[src/prs_pkg.sv]
// Shared types and fixed field widths of the priority request stack.
// Holds the item structs, the operation and state codes and the check result.
// Depends on nothing; every other file of the block imports it.
package prs_pkg;

    localparam int REQ_ID_W  = 8;
    localparam int REQ_LVL_W = 2;
    localparam int BUF_W     = 2;

    typedef enum logic [1:0] {
        OP_QUEUE   = 2'd0,
        OP_UNQUEUE = 2'd1,
        OP_UPDATE  = 2'd2,
        OP_SELECT  = 2'd3
    } t_op;

    typedef enum logic [1:0] {
        ST_IDLE,
        ST_SCAN,
        ST_SHIFT
    } t_state;

    // stored readiness flags, has_file in bit 0
    typedef struct packed {
        logic [BUF_W-1:0] buffers_filled;
        logic             wants_data;
        logic             in_progress;
        logic             has_file;
    } t_flags;

    typedef struct packed {
        t_op                  operation;
        logic [REQ_ID_W-1:0]  request_id;
        logic [REQ_LVL_W-1:0] priority_level;
        logic                 has_file;
        logic                 in_progress;
        logic                 wants_data;
        logic [BUF_W-1:0]     buffers_filled;
    } t_req;

    typedef struct packed {
        logic                 success;
        logic [REQ_ID_W-1:0]  selected_id;
        logic [REQ_LVL_W-1:0] selected_level;
    } t_res;

    // outcome of checking one stored entry
    typedef struct packed {
        logic id_hit;
        logic sel_hit;
    } t_chk;

endpackage

[src/prs_entry_check.sv]
// Match and eligibility check of one entry read from the entry memory.
// Depends on prs_pkg for the flag and check result types.
module prs_entry_check
    import prs_pkg::*;
#(
    parameter int ID_BITS = 8
) (
    input  logic [ID_BITS-1:0] i_key,
    input  logic [ID_BITS-1:0] i_id,
    input  t_flags             i_flags,
    input  logic               i_is_top,
    output t_chk               o_chk
);

    logic ready;

    assign ready = i_flags.has_file && i_flags.in_progress && i_flags.wants_data;

    always_comb begin
        o_chk.id_hit = (i_id == i_key);
        // top level takes only entries with no filled buffers, others fewer than two
        if (i_is_top) begin
            o_chk.sel_hit = ready && (i_flags.buffers_filled == '0);
        end else begin
            o_chk.sel_hit = ready && !i_flags.buffers_filled[1];
        end
    end

endmodule

[src/priority_request_stack_core.sv]
// Top level of the priority request stack: per-level entry lists in one memory.
// Depends on prs_pkg and prs_entry_check.
//
//  channel   ports                     direction  handshake
//  request   start, busy, i_req        in         taken when start high and busy low
//  result    o_done, o_res             out        o_done high one cycle, no backpressure
//
// Queue gives its result in the cycle after it is taken and never raises busy.
// Unqueue, update and select walk the entry memory through its single registered read
// port, one entry per cycle while a level has entries left; unqueue then moves each
// younger entry of that level down one slot to close the gap.
// Reset clears the control state and per-level counts, not the memory; the memory needs no clearing pass.
// The receiver cannot stall: each result is valid on o_res in the cycle o_done is high.
module priority_request_stack_core
    import prs_pkg::*;
#(
    parameter int LEVELS          = 4,
    parameter int DEPTH_PER_LEVEL = 4,
    parameter int ID_BITS         = 8
) (
    input  logic i_clk,
    input  logic i_rst_n,
    input  logic start,
    input  t_req i_req,
    output logic busy,
    output logic o_done,
    output t_res o_res
);

    localparam int SLOTS     = LEVELS * DEPTH_PER_LEVEL;
    localparam int ADDR_W    = $clog2(SLOTS);
    localparam int LVL_W     = $clog2(LEVELS);
    localparam int CNT_W     = $clog2(DEPTH_PER_LEVEL + 1);
    localparam int IDX_W     = (DEPTH_PER_LEVEL > 1) ? $clog2(DEPTH_PER_LEVEL) : 1;
    localparam int ID_EXT_W  = (ID_BITS > REQ_ID_W) ? ID_BITS : REQ_ID_W;
    localparam int LVL_EXT_W = (LVL_W > REQ_LVL_W) ? LVL_W : REQ_LVL_W;
    localparam logic [LVL_W-1:0] TOP_LVL  = LVL_W'(LEVELS - 1);
    localparam logic [CNT_W-1:0] FULL_CNT = CNT_W'(DEPTH_PER_LEVEL);

    typedef struct packed {
        logic [ID_BITS-1:0] id;
        t_flags             flags;
    } t_entry;

    function automatic logic [ADDR_W-1:0] slot_addr(input logic [LVL_W-1:0] lvl,
                                                    input logic [IDX_W-1:0] idx);
        return ADDR_W'(lvl) * ADDR_W'(DEPTH_PER_LEVEL) + ADDR_W'(idx);
    endfunction

    // entry memory: one write port, one registered read port
    t_entry r_mem [SLOTS];
    t_entry r_rd_data;

    logic              mem_we;
    logic [ADDR_W-1:0] mem_wa;
    t_entry            mem_wd;
    logic [ADDR_W-1:0] rd_addr;

    // control state
    t_state            r_state, n_state;
    logic [CNT_W-1:0]  r_count [LEVELS];
    logic [CNT_W-1:0]  n_count [LEVELS];
    logic              r_iss_on, n_iss_on;
    logic              r_chk_v, n_chk_v;
    logic              r_wr_v, n_wr_v;
    logic              r_done, n_done;

    // item and walk registers
    t_op               r_op, n_op;
    logic [ID_BITS-1:0] r_key, n_key;
    t_flags            r_flags, n_flags;
    logic              r_down, n_down;
    logic [LVL_W-1:0]  r_lvl, n_lvl;
    logic [CNT_W-1:0]  r_left, n_left;
    logic [LVL_W-1:0]  r_chk_lvl, n_chk_lvl;
    logic [IDX_W-1:0]  r_chk_idx, n_chk_idx;
    logic              r_found, n_found;
    logic [LVL_W-1:0]  r_sh_lvl, n_sh_lvl;
    logic [CNT_W-1:0]  r_sh_src, n_sh_src;
    logic [CNT_W-1:0]  r_sh_n, n_sh_n;
    logic [IDX_W-1:0]  r_wr_idx, n_wr_idx;
    t_res              r_res, n_res;

    // input decode
    logic                 acc;
    logic [ID_BITS-1:0]   in_id;
    logic [LVL_EXT_W-1:0] in_lvl_ext;
    logic [LVL_W-1:0]     in_lvl;
    logic                 lvl_ok;
    t_flags               in_flags;
    logic [LVL_W-1:0]     start_lvl;

    // walk decode
    logic [CNT_W-1:0] cur_cnt;
    logic [IDX_W-1:0] iss_idx;
    logic [LVL_W-1:0] nxt_lvl;
    logic             last_lvl;
    t_chk             chk;
    logic             sel_stop, unq_stop, upd_hit, scan_dry, shift_done;
    logic             cnt_over;

    assign busy   = (r_state != ST_IDLE);
    assign acc    = start && !busy;
    assign o_done = r_done;
    assign o_res  = r_res;

    assign in_id      = ID_BITS'(ID_EXT_W'(i_req.request_id));
    assign in_lvl_ext = LVL_EXT_W'(i_req.priority_level);
    assign in_lvl     = in_lvl_ext[LVL_W-1:0];
    // one spare bit so a full power-of-two level count still compares
    assign lvl_ok     = ({1'b0, in_lvl_ext} < (LVL_EXT_W + 1)'(LEVELS));
    assign start_lvl  = (i_req.operation == OP_SELECT) ? TOP_LVL : '0;

    always_comb begin
        in_flags.has_file       = i_req.has_file;
        in_flags.in_progress    = i_req.in_progress;
        in_flags.wants_data     = i_req.wants_data;
        in_flags.buffers_filled = i_req.buffers_filled;
    end

    // select walks newest first from the top; the others walk oldest first from level 0
    assign cur_cnt  = r_count[r_lvl];
    assign iss_idx  = r_down ? IDX_W'(r_left - CNT_W'(1)) : IDX_W'(cur_cnt - r_left);
    assign nxt_lvl  = r_down ? (r_lvl - LVL_W'(1)) : (r_lvl + LVL_W'(1));
    assign last_lvl = r_down ? (r_lvl == '0) : (r_lvl == TOP_LVL);

    prs_entry_check #(
        .ID_BITS(ID_BITS)
    ) u_check (
        .i_key   (r_key),
        .i_id    (r_rd_data.id),
        .i_flags (r_rd_data.flags),
        .i_is_top(r_chk_lvl == TOP_LVL),
        .o_chk   (chk)
    );

    assign sel_stop   = r_chk_v && (r_op == OP_SELECT) && chk.sel_hit;
    assign unq_stop   = r_chk_v && (r_op == OP_UNQUEUE) && chk.id_hit;
    assign upd_hit    = r_chk_v && (r_op == OP_UPDATE) && chk.id_hit;
    assign scan_dry   = !r_iss_on && !r_chk_v;
    assign shift_done = (r_sh_src >= r_sh_n) && !r_wr_v;

    // next state
    always_comb begin
        n_state = r_state;
        case (r_state)
            ST_IDLE: begin
                if (acc && (i_req.operation != OP_QUEUE)) begin
                    n_state = ST_SCAN;
                end
            end
            ST_SCAN: begin
                if (unq_stop) begin
                    n_state = ST_SHIFT;
                end else if (sel_stop || scan_dry) begin
                    n_state = ST_IDLE;
                end
            end
            ST_SHIFT: begin
                if (shift_done) begin
                    n_state = ST_IDLE;
                end
            end
            default: begin
                n_state = ST_IDLE;
            end
        endcase
    end

    // datapath, memory ports and results
    always_comb begin
        n_count   = r_count;
        n_iss_on  = r_iss_on;
        n_chk_v   = 1'b0;
        n_wr_v    = 1'b0;
        n_done    = 1'b0;
        n_op      = r_op;
        n_key     = r_key;
        n_flags   = r_flags;
        n_down    = r_down;
        n_lvl     = r_lvl;
        n_left    = r_left;
        n_chk_lvl = r_chk_lvl;
        n_chk_idx = r_chk_idx;
        n_found   = r_found;
        n_sh_lvl  = r_sh_lvl;
        n_sh_src  = r_sh_src;
        n_sh_n    = r_sh_n;
        n_wr_idx  = r_wr_idx;
        n_res     = r_res;
        mem_we    = 1'b0;
        mem_wa    = '0;
        mem_wd    = r_rd_data;
        rd_addr   = '0;

        case (r_state)
            ST_IDLE: begin
                if (acc) begin
                    n_op    = i_req.operation;
                    n_key   = in_id;
                    n_flags = in_flags;
                    if (i_req.operation == OP_QUEUE) begin
                        // append at the level tail, or report a full or absent level
                        n_done = 1'b1;
                        n_res  = '0;
                        if (lvl_ok && (r_count[in_lvl] < FULL_CNT)) begin
                            mem_we            = 1'b1;
                            mem_wa            = slot_addr(in_lvl, IDX_W'(r_count[in_lvl]));
                            mem_wd.id         = in_id;
                            mem_wd.flags      = in_flags;
                            n_count[in_lvl]   = r_count[in_lvl] + CNT_W'(1);
                            n_res.success     = 1'b1;
                        end
                    end else begin
                        n_down   = (i_req.operation == OP_SELECT);
                        n_lvl    = start_lvl;
                        n_left   = r_count[start_lvl];
                        n_iss_on = 1'b1;
                        n_found  = 1'b0;
                    end
                end
            end
            ST_SCAN: begin
                // issue one read per cycle; step to the next level when this one runs out
                if (r_iss_on) begin
                    if (r_left != '0) begin
                        rd_addr   = slot_addr(r_lvl, iss_idx);
                        n_left    = r_left - CNT_W'(1);
                        n_chk_v   = 1'b1;
                        n_chk_lvl = r_lvl;
                        n_chk_idx = iss_idx;
                    end else if (last_lvl) begin
                        n_iss_on = 1'b0;
                    end else begin
                        n_lvl  = nxt_lvl;
                        n_left = r_count[nxt_lvl];
                    end
                end
                // write back new flags for every matching id
                if (upd_hit) begin
                    mem_we       = 1'b1;
                    mem_wa       = slot_addr(r_chk_lvl, r_chk_idx);
                    mem_wd.id    = r_rd_data.id;
                    mem_wd.flags = r_flags;
                    n_found      = 1'b1;
                end
                if (sel_stop) begin
                    // drop the read still in flight
                    n_iss_on             = 1'b0;
                    n_chk_v              = 1'b0;
                    n_done               = 1'b1;
                    n_res.success        = 1'b1;
                    n_res.selected_id    = REQ_ID_W'(ID_EXT_W'(r_rd_data.id));
                    n_res.selected_level = REQ_LVL_W'(LVL_EXT_W'(r_chk_lvl));
                end else if (unq_stop) begin
                    // shrink the level now, then move the younger entries down one slot
                    n_iss_on           = 1'b0;
                    n_chk_v            = 1'b0;
                    n_count[r_chk_lvl] = r_count[r_chk_lvl] - CNT_W'(1);
                    n_sh_lvl           = r_chk_lvl;
                    n_sh_src           = CNT_W'(r_chk_idx) + CNT_W'(1);
                    n_sh_n             = r_count[r_chk_lvl];
                end else if (scan_dry) begin
                    n_done        = 1'b1;
                    n_res         = '0;
                    n_res.success = r_found;
                end
            end
            ST_SHIFT: begin
                // read slot k+1 now, write it to slot k on the next cycle
                if (r_sh_src < r_sh_n) begin
                    rd_addr  = slot_addr(r_sh_lvl, IDX_W'(r_sh_src));
                    n_sh_src = r_sh_src + CNT_W'(1);
                    n_wr_v   = 1'b1;
                    n_wr_idx = IDX_W'(r_sh_src - CNT_W'(1));
                end
                if (r_wr_v) begin
                    mem_we = 1'b1;
                    mem_wa = slot_addr(r_sh_lvl, r_wr_idx);
                    mem_wd = r_rd_data;
                end
                if (shift_done) begin
                    n_done        = 1'b1;
                    n_res         = '0;
                    n_res.success = 1'b1;
                end
            end
            default: begin
                n_iss_on = 1'b0;
            end
        endcase
    end

    // entry memory
    always_ff @(posedge i_clk) begin
        if (mem_we) begin
            r_mem[mem_wa] <= mem_wd;
        end
    end

    always_ff @(posedge i_clk) begin
        r_rd_data <= r_mem[rd_addr];
    end

    // control registers
    always_ff @(posedge i_clk) begin
        if (!i_rst_n) begin
            r_state  <= ST_IDLE;
            r_iss_on <= 1'b0;
            r_chk_v  <= 1'b0;
            r_wr_v   <= 1'b0;
            r_done   <= 1'b0;
            for (int l = 0; l < LEVELS; l++) begin
                r_count[l] <= '0;
            end
        end else begin
            r_state  <= n_state;
            r_iss_on <= n_iss_on;
            r_chk_v  <= n_chk_v;
            r_wr_v   <= n_wr_v;
            r_done   <= n_done;
            r_count  <= n_count;
        end
    end

    // payload registers
    always_ff @(posedge i_clk) begin
        r_op      <= n_op;
        r_key     <= n_key;
        r_flags   <= n_flags;
        r_down    <= n_down;
        r_lvl     <= n_lvl;
        r_left    <= n_left;
        r_chk_lvl <= n_chk_lvl;
        r_chk_idx <= n_chk_idx;
        r_found   <= n_found;
        r_sh_lvl  <= n_sh_lvl;
        r_sh_src  <= n_sh_src;
        r_sh_n    <= n_sh_n;
        r_wr_idx  <= n_wr_idx;
        r_res     <= n_res;
    end

    always_comb begin
        cnt_over = 1'b0;
        for (int l = 0; l < LEVELS; l++) begin
            cnt_over = cnt_over || (r_count[l] > FULL_CNT);
        end
    end

    // a result always comes with the block ready for the next item
    a_done_idle: assert property (@(posedge i_clk) disable iff (!i_rst_n)
        o_done |-> !busy)
        else $error("result strobe while busy");

    a_queue_result: assert property (@(posedge i_clk) disable iff (!i_rst_n)
        (acc && (i_req.operation == OP_QUEUE)) |=> o_done)
        else $error("queue result not one cycle after accept");

    a_plain_result: assert property (@(posedge i_clk) disable iff (!i_rst_n)
        (o_done && (r_op != OP_SELECT)) |->
            ((o_res.selected_id == '0) && (o_res.selected_level == '0)))
        else $error("selection fields set on a non-select result");

    a_count_bound: assert property (@(posedge i_clk) disable iff (!i_rst_n)
        !cnt_over)
        else $error("level count above depth");

    a_shift_range: assert property (@(posedge i_clk) disable iff (!i_rst_n)
        ((r_state == ST_SHIFT) && r_wr_v) |-> (CNT_W'(r_wr_idx) < r_sh_n))
        else $error("gap close writes past the level tail");

endmodule

[config.mk]
export PLATFORM = sky130hd
export DESIGN_NAME = priority_request_stack_core
export DESIGN_NICKNAME = d
export VERILOG_FILES = /design/src/prs_pkg.sv /design/src/prs_entry_check.sv /design/src/priority_request_stack_core.sv
export SDC_FILE = /design/constraint.sdc
export NUM_CORES = 1
export LEC_CHECK = 0
export BUFFER_PORTS_ARGS = -buffer_cell sky130_fd_sc_hd__buf_4
export CORE_MARGIN = 10
export CORE_UTILIZATION = 45
export DETAILED_ROUTE_END_ITERATION = 10
export GPL_ROUTABILITY_DRIVEN = 1
export GPL_TIMING_DRIVEN = 0
export RECOVER_POWER = 25
export SLEW_MARGIN = 20
export SYNTH_ARGS = -nofsm -noshare
export SYNTH_HDL_FRONTEND = slang
export SYNTH_SLANG_ARGS = --single-unit
export TNS_END_PERCENT = 100
[constraint.sdc]
create_clock -name i_clk -period 3.9 [get_ports i_clk]
set_clock_uncertainty 0.05 [all_clocks]
set_input_delay 0.195 -clock i_clk [delete_from_list [all_inputs] [get_ports i_clk]]
set_output_delay 0.195 -clock i_clk [all_outputs]
set_load 0.01 [all_outputs]
-- Yosys cells after proc, flatten, opt, wreduce, memory -nomap -nowiden
Memory sizes are Yosys's and may differ from the RTL's. A register that Yosys moved wholly into a read port is not among the register bits.
Index checks and enable logic that the tools add are counted.
- register bits after elaboration: 65
- RAM bits: 208
- input port bits: 20
- output and inout bits: 13
- logic and storage cells: 241
- memories: 1
- $add $sub $neg: 14
- magnitude comparators: 10
- eq/ne operators: 26
- multiplexer cells: 104
- bitwise gates (word level): 11
- reductions and logical operators: 47
- memories (name ; words ; width ; read ports ; clocked after Yosys merged registers in ; wr ports ; line ; text):
    r_mem ; 16 ; 13 ; 1 ; 1 ; 1 ; priority_request_stack_core.sv:51 ; t_entry r_mem [SLOTS];
- operator list (operator ; count):
    $mux W11 ; 6
    $mux W12 ; 5
    $mux W3 ; 18
    $mux W13 ; 3
    $pmux W11 S3 ; 1
    $mux W4 ; 8
    $bmux W3 S2 ; 5
    $mux W2 ; 14
    $mux W1 ; 27
    $ne A2 B2 Y1 const B ; 13
    $pmux W13 S2 ; 1
    $bwmux W12 ; 2
    $pmux W12 S2 ; 1
    $add A4 B2 Y4 ; 5
    $reduce_and A6 Y1 ; 3
    $logic_and A1 B1 Y1 ; 16
    $ge A3 B3 Y1 const B ; 5
    $not A2 Y3 ; 5
    $reduce_and A3 Y1 ; 5
    $demux W3 S2 ; 2
    $eq A2 B2 Y1 const B ; 6
    $ne A3 B3 Y1 const B ; 4
    $pmux W3 S2 ; 2
    $pmux W4 S3 ; 1
    28 further kinds ; 54

-- Logic depth before layout (Yosys ltp)
- depth in word-level cells: 11
- depth in mapped cells: 12
- mapped depth without buffers: 10

-- By module
A second synthesis with hierarchy kept.
- cell total of the unflattened synthesis: 687
- area, all modules: 12160.4 um^2
- by module, submodules not included (module ; times used ; cells an instance ; area an instance (um^2) ; seq. area each (um^2)):
    priority_request_stack_core ; 1 ; 674 ; 12060.3 ; 8277.9
    prs_entry_check ; 1 ; 13 ; 100.1 ; 0.0

-- Worst setup path before layout
No wires, ideal clock.
- path kind: flip-flop to flip-flop
- start point: register r_state[1]
- end point: memory r_mem[4][0] (netlist name), enable pin
- setup time: 0.417 ns
- data arrival time: 2.979 ns
- data required time: 3.433 ns
- slack: 0.455 ns
- cell stages (with the launch flop): 9
- buffers on the path: 1
- clock period less this slack: 3.445 ns
- path through: dfxtp_1 > inv_1 > ha_1 > buf_2 > inv_1 > nor4_1 > a21oi_1 > nand2b_1 > nor4_1
- cells in the longest elaborated chain, start to end: 7
- elaborated cells on any way between the ends: 12
- those cells by class: eq/ne: 2; mux: 6; reduce/logical: 4
- ends and longest elaborated chain (item ; line ; text):
    from (decl) ; priority_request_stack_core.sv:60 ; t_state r_state, n_state;
    from (signal assigned) ; priority_request_stack_core.sv:317 ; r_state <= n_state;
    $reduce_bool A2 Y1 ; priority_request_stack_core.sv:102 ; assign busy = (r_state != ST_IDLE);
    $logic_not A1 Y1 ; priority_request_stack_core.sv:103 ; assign acc = start && !busy;
    $logic_and A1 B1 Y1 ; priority_request_stack_core.sv:103 ;
    $mux W1 ; priority_request_stack_core.sv:198 ; if (acc) begin
    $pmux W1 S3 ; priority_request_stack_core.sv:196 ; case (r_state)
    $mux W1 ; priority_request_stack_core.sv:296 ; if (mem_we) begin
    $mux W1 (implied by the code) ; priority_request_stack_core.sv:297 ; r_mem[mem_wa] <= mem_wd;
    to (decl) ; priority_request_stack_core.sv:51 ;
Parallel ways exist; a longest one is shown, timed or not.

-- Worst setup path after layout
- start point: register r_state[1]
- end point: memory r_mem[5][12] (netlist name), enable pin
Same word-level chain as after synthesis.

==> results.sh <==
export IMPL_status="finished clean"
export IMPL_async_reset_ff_share_pct=0
export IMPL_ys_ff_latch=286
export IMPL_min_to="r_down"
export IMPL_cts_tree="done"
export IMPL_mappedNetlistArea_um2=12200
export IMPL_globalplace_congestion=0.912
export IMPL_ioPinCount=33
export IMPL_drt_pass1_iterations=5
export IMPL_fin_crit_sh_pct=96.1
export IMPL_cp_max_fo=13
export IMPL_worstSetupPathType="reg2reg"
export IMPL_cp_depth=10
export IMPL_top_usage_layer="met2"
export IMPL_fin_crit_ns=3.75
export IMPL_slew_headroom_pct=11.3
export IMPL_yosysTopAreaCellShare_pct=62.7
export IMPL_p_per_area_nw_per_um2=483
export IMPL_ys_top_cells_by_count="255 x edfxtp_1, 52 x mux4_2, 51 x mux2i_1"
export IMPL_track_usage_pct=16.6
export IMPL_synth_nets=746
export IMPL_reg2regPathDepth=10
export IMPL_regToRegStartpoint="r_state[1]"
export IMPL_endpoint_kind="flop"
export IMPL_clk_latency_ns=0.56
export IMPL_drtAntennaViolNets=0
export IMPL_die_area_um2=34100
export IMPL_yosysTopAreaCell="edfxtp_1"
export IMPL_die_y_um=185
export IMPL_antenna_found_initial=0
export IMPL_htree_levels=1
export IMPL_cp_common_cell="inv_1"
export IMPL_yosysMostFrequentCell="edfxtp_1"
export IMPL_post_cts_buffers=0
export IMPL_drc=0
export IMPL_hold_viol_final=0
export IMPL_drv_cap=0
export IMPL_num_vias=6674
export IMPL_netlist_cell_type_count=56
export IMPL_cts_root_buf="clkbuf_16"
export IMPL_hold_path_depth=3
export IMPL_cpMaxStageDelayCell="nor4_2"
export IMPL_drv_slew=0
export IMPL_nNetsFinal=827
export IMPL_grt_pass1_wl_um=42900
export IMPL_routed_wl_um=28100
export IMPL_placed_cells_incl_taps=1088
export IMPL_portBuffers=32
export IMPL_synth_warnings=0
export IMPL_yosysSeqAreaShare_pct=67.8
export IMPL_setup_viol=0
export IMPL_hold_start="start"
export IMPL_grt_pass1_vias=6919
export IMPL_hold_class="in2reg"
export IMPL_drtIter0Drc=654
export IMPL_irDropWorstVdd_mv=0.391
export IMPL_dieWidth_um=185
export IMPL_rows=60
export IMPL_drive_above_1_share_pct=18.7
export IMPL_p_leak_nw=4.58
export IMPL_met2_usage_pct=28.5
export IMPL_reg2reg_setup_slack_ns=0.15
export IMPL_crit_chain="inv_1 -> ha_1 -> buf_2 -> inv_1 -> nor4_2 -> clkbuf_1 -> a21oi_1 -> nor2_1 -> nand3_1 -> nor2_4"
export IMPL_r2r_end="r_mem[5][12]"
export IMPL_numCtsBuffers=28
export IMPL_clock_sinks=286
export IMPL_syn2layout_area_growth_pct=14.7
export IMPL_final_cell_count_no_fill=1153
export IMPL_clock_path_buffers=3
export IMPL_postSynthAreaPerCell_um2=17.2
export IMPL_dp_hpwl_um=19100
export IMPL_syn_inst=712
export IMPL_crit_required_ns=4.03
export IMPL_viasPerCell=5.79
export IMPL_met3_usage_pct=2.22
export IMPL_cpPeakStageDelay_ns=0.58
export IMPL_hold_slack_ns=0.105
export IMPL_avgRoutedWirePerCell_um=24.4
export IMPL_fmax_ghz=0.267
export IMPL_path_buf_inv=4
export IMPL_core_um2=26800
export IMPL_grtUsageMet1_pct=21.8
export IMPL_synth_edf_count=255
export IMPL_crit_family="simple AND/OR/NAND/NOR gates"
export IMPL_grt_max_degree=17
export IMPL_startpoint_type="flop"
export IMPL_ys_flop_type="edfxtp_1"
export IMPL_yosys_top_cells_area="edfxtp_1 63%, mux4_2 9.6%, dfxtp_1 5.1%"
export IMPL_arrival_ns=3.88
export IMPL_start_util_pct=45.6
export IMPL_path_clk_slew_ns=0.07
export IMPL_globalRoute_totalOverflow=0
export IMPL_tightest_slew_ns=1.30
## layer usage
layer  up-vias  part of all wire, %  wire length [um]
met1      3428                   42             11900
li1       2978                    -                 -
met4         0                  2.5               694
met5         -                    0                 0
met3        45                  5.0              1400
met2       223                   50             14100
## worst max path at each step
| stage | startpoint | endpoint | slack, ns |
|---|---|---|---|
| 2_1_floorplan | r_state[1] | r_mem[4][0] | 0.45 |
| 3_3_place_gp | r_state[1] | r_mem[4][4] | -1.22 |
| 3_5_place_dp | r_state[1] | r_mem[1][4] | -0.10 |
| 4_1_cts | r_state[1] | r_mem[1][12] | -0.13 |
| 5_1_grt | r_state[1] | r_mem[12][6] | -0.007 |
| 6_report | r_state[1] | r_mem[5][12] | 0.15 |
## worst reg2reg max path, stage by stage (launching register included)
cell,delay [ns]
dfxtp_1,0.35
inv_1,0.13
ha_1,0.19
buf_2,0.26
inv_1,0.13
nor4_2,0.58
clkbuf_1,0.53
a21oi_1,0.15
nor2_1,0.14
nand3_1,0.31
nor2_4,0.54
## timing repair
item / in CTS / in global routing
endpoints found under the hold margin: 23 / 0
endpoints found under the setup margin: 117 / 186
hold buffers: 16 / 0
gates resized for setup: 7 / 6
## registers in the layout, indices dropped and copies added, names as in the netlist, 3 cells and up
register   flops
r_mem        208
r_rd_data     13
r_count       12
o_res         11
r_key          8
r_flags        5
r_left         3
r_sh_n         3
r_sh_src       3
## layout make-up
cell class,count,area (um^2)
multi-input combinational,371,3750
inverter,20,75.1
sequential,286,8280
clock inverter,15,198
timing repair buffer,51,357
tap,341,427
buffer,35,208
fill,2168,12800
clock buffer,33,719
antenna,1,2.50
## power breakdown
group          switching, mW  internal [mW]
Combinational          0.349          0.185
Sequential            0.0477           3.47
Clock                   1.13           1.58
## cells in the final DEF, fill, tap and decap left out, drive strengths merged, types with 10 or more instances in the layout
master	synthesis	final
dlygate4sd3	0	16
and2	18	18
nor2	30	30
buf	22	27
mux4	63	63
nand2b	10	10
a21oi	11	11
ha	14	14
nor2b	11	11
dfxtp	31	31
clkinv	0	11
mux2i	51	51
inv	20	20
nand2	40	40
a22o	11	11
o21ai	14	14
clkbuf	13	76
xnor2	17	17
edfxtp	255	255
## cell families (layout without fill, tap and decap cells)
kind of cell    after synthesis  after routing  synth area share, %
buf+inv                      55            154                 2.39
other cells                   0              1                    0
compound gates               76             76                 4.39
fa+ha+maj                    14             14                 1.43
simple gates                145            145                 6.17
mux                         117            117                 16.4
xor+xnor                     19             19                 1.42
flops                       286            286                 67.8
## stage by stage
stage                     TNS (ns)  power (mW)  area [um^2]  setup slack (ns)  util (%)
final                            0        6.77        14000             0.154      52.3
after global routing       -0.0571        7.00        14000          -0.00712      52.3
after CTS                    -5.40        6.82        14100            -0.132      52.5
after detailed placement     -5.07        4.12        12900            -0.102      48.3
after global placement      -70.38        4.10        12900             -1.22      48.1
after floorplan                  0        3.91        12200             0.455         -
Power figures use the tool's default switching activity.
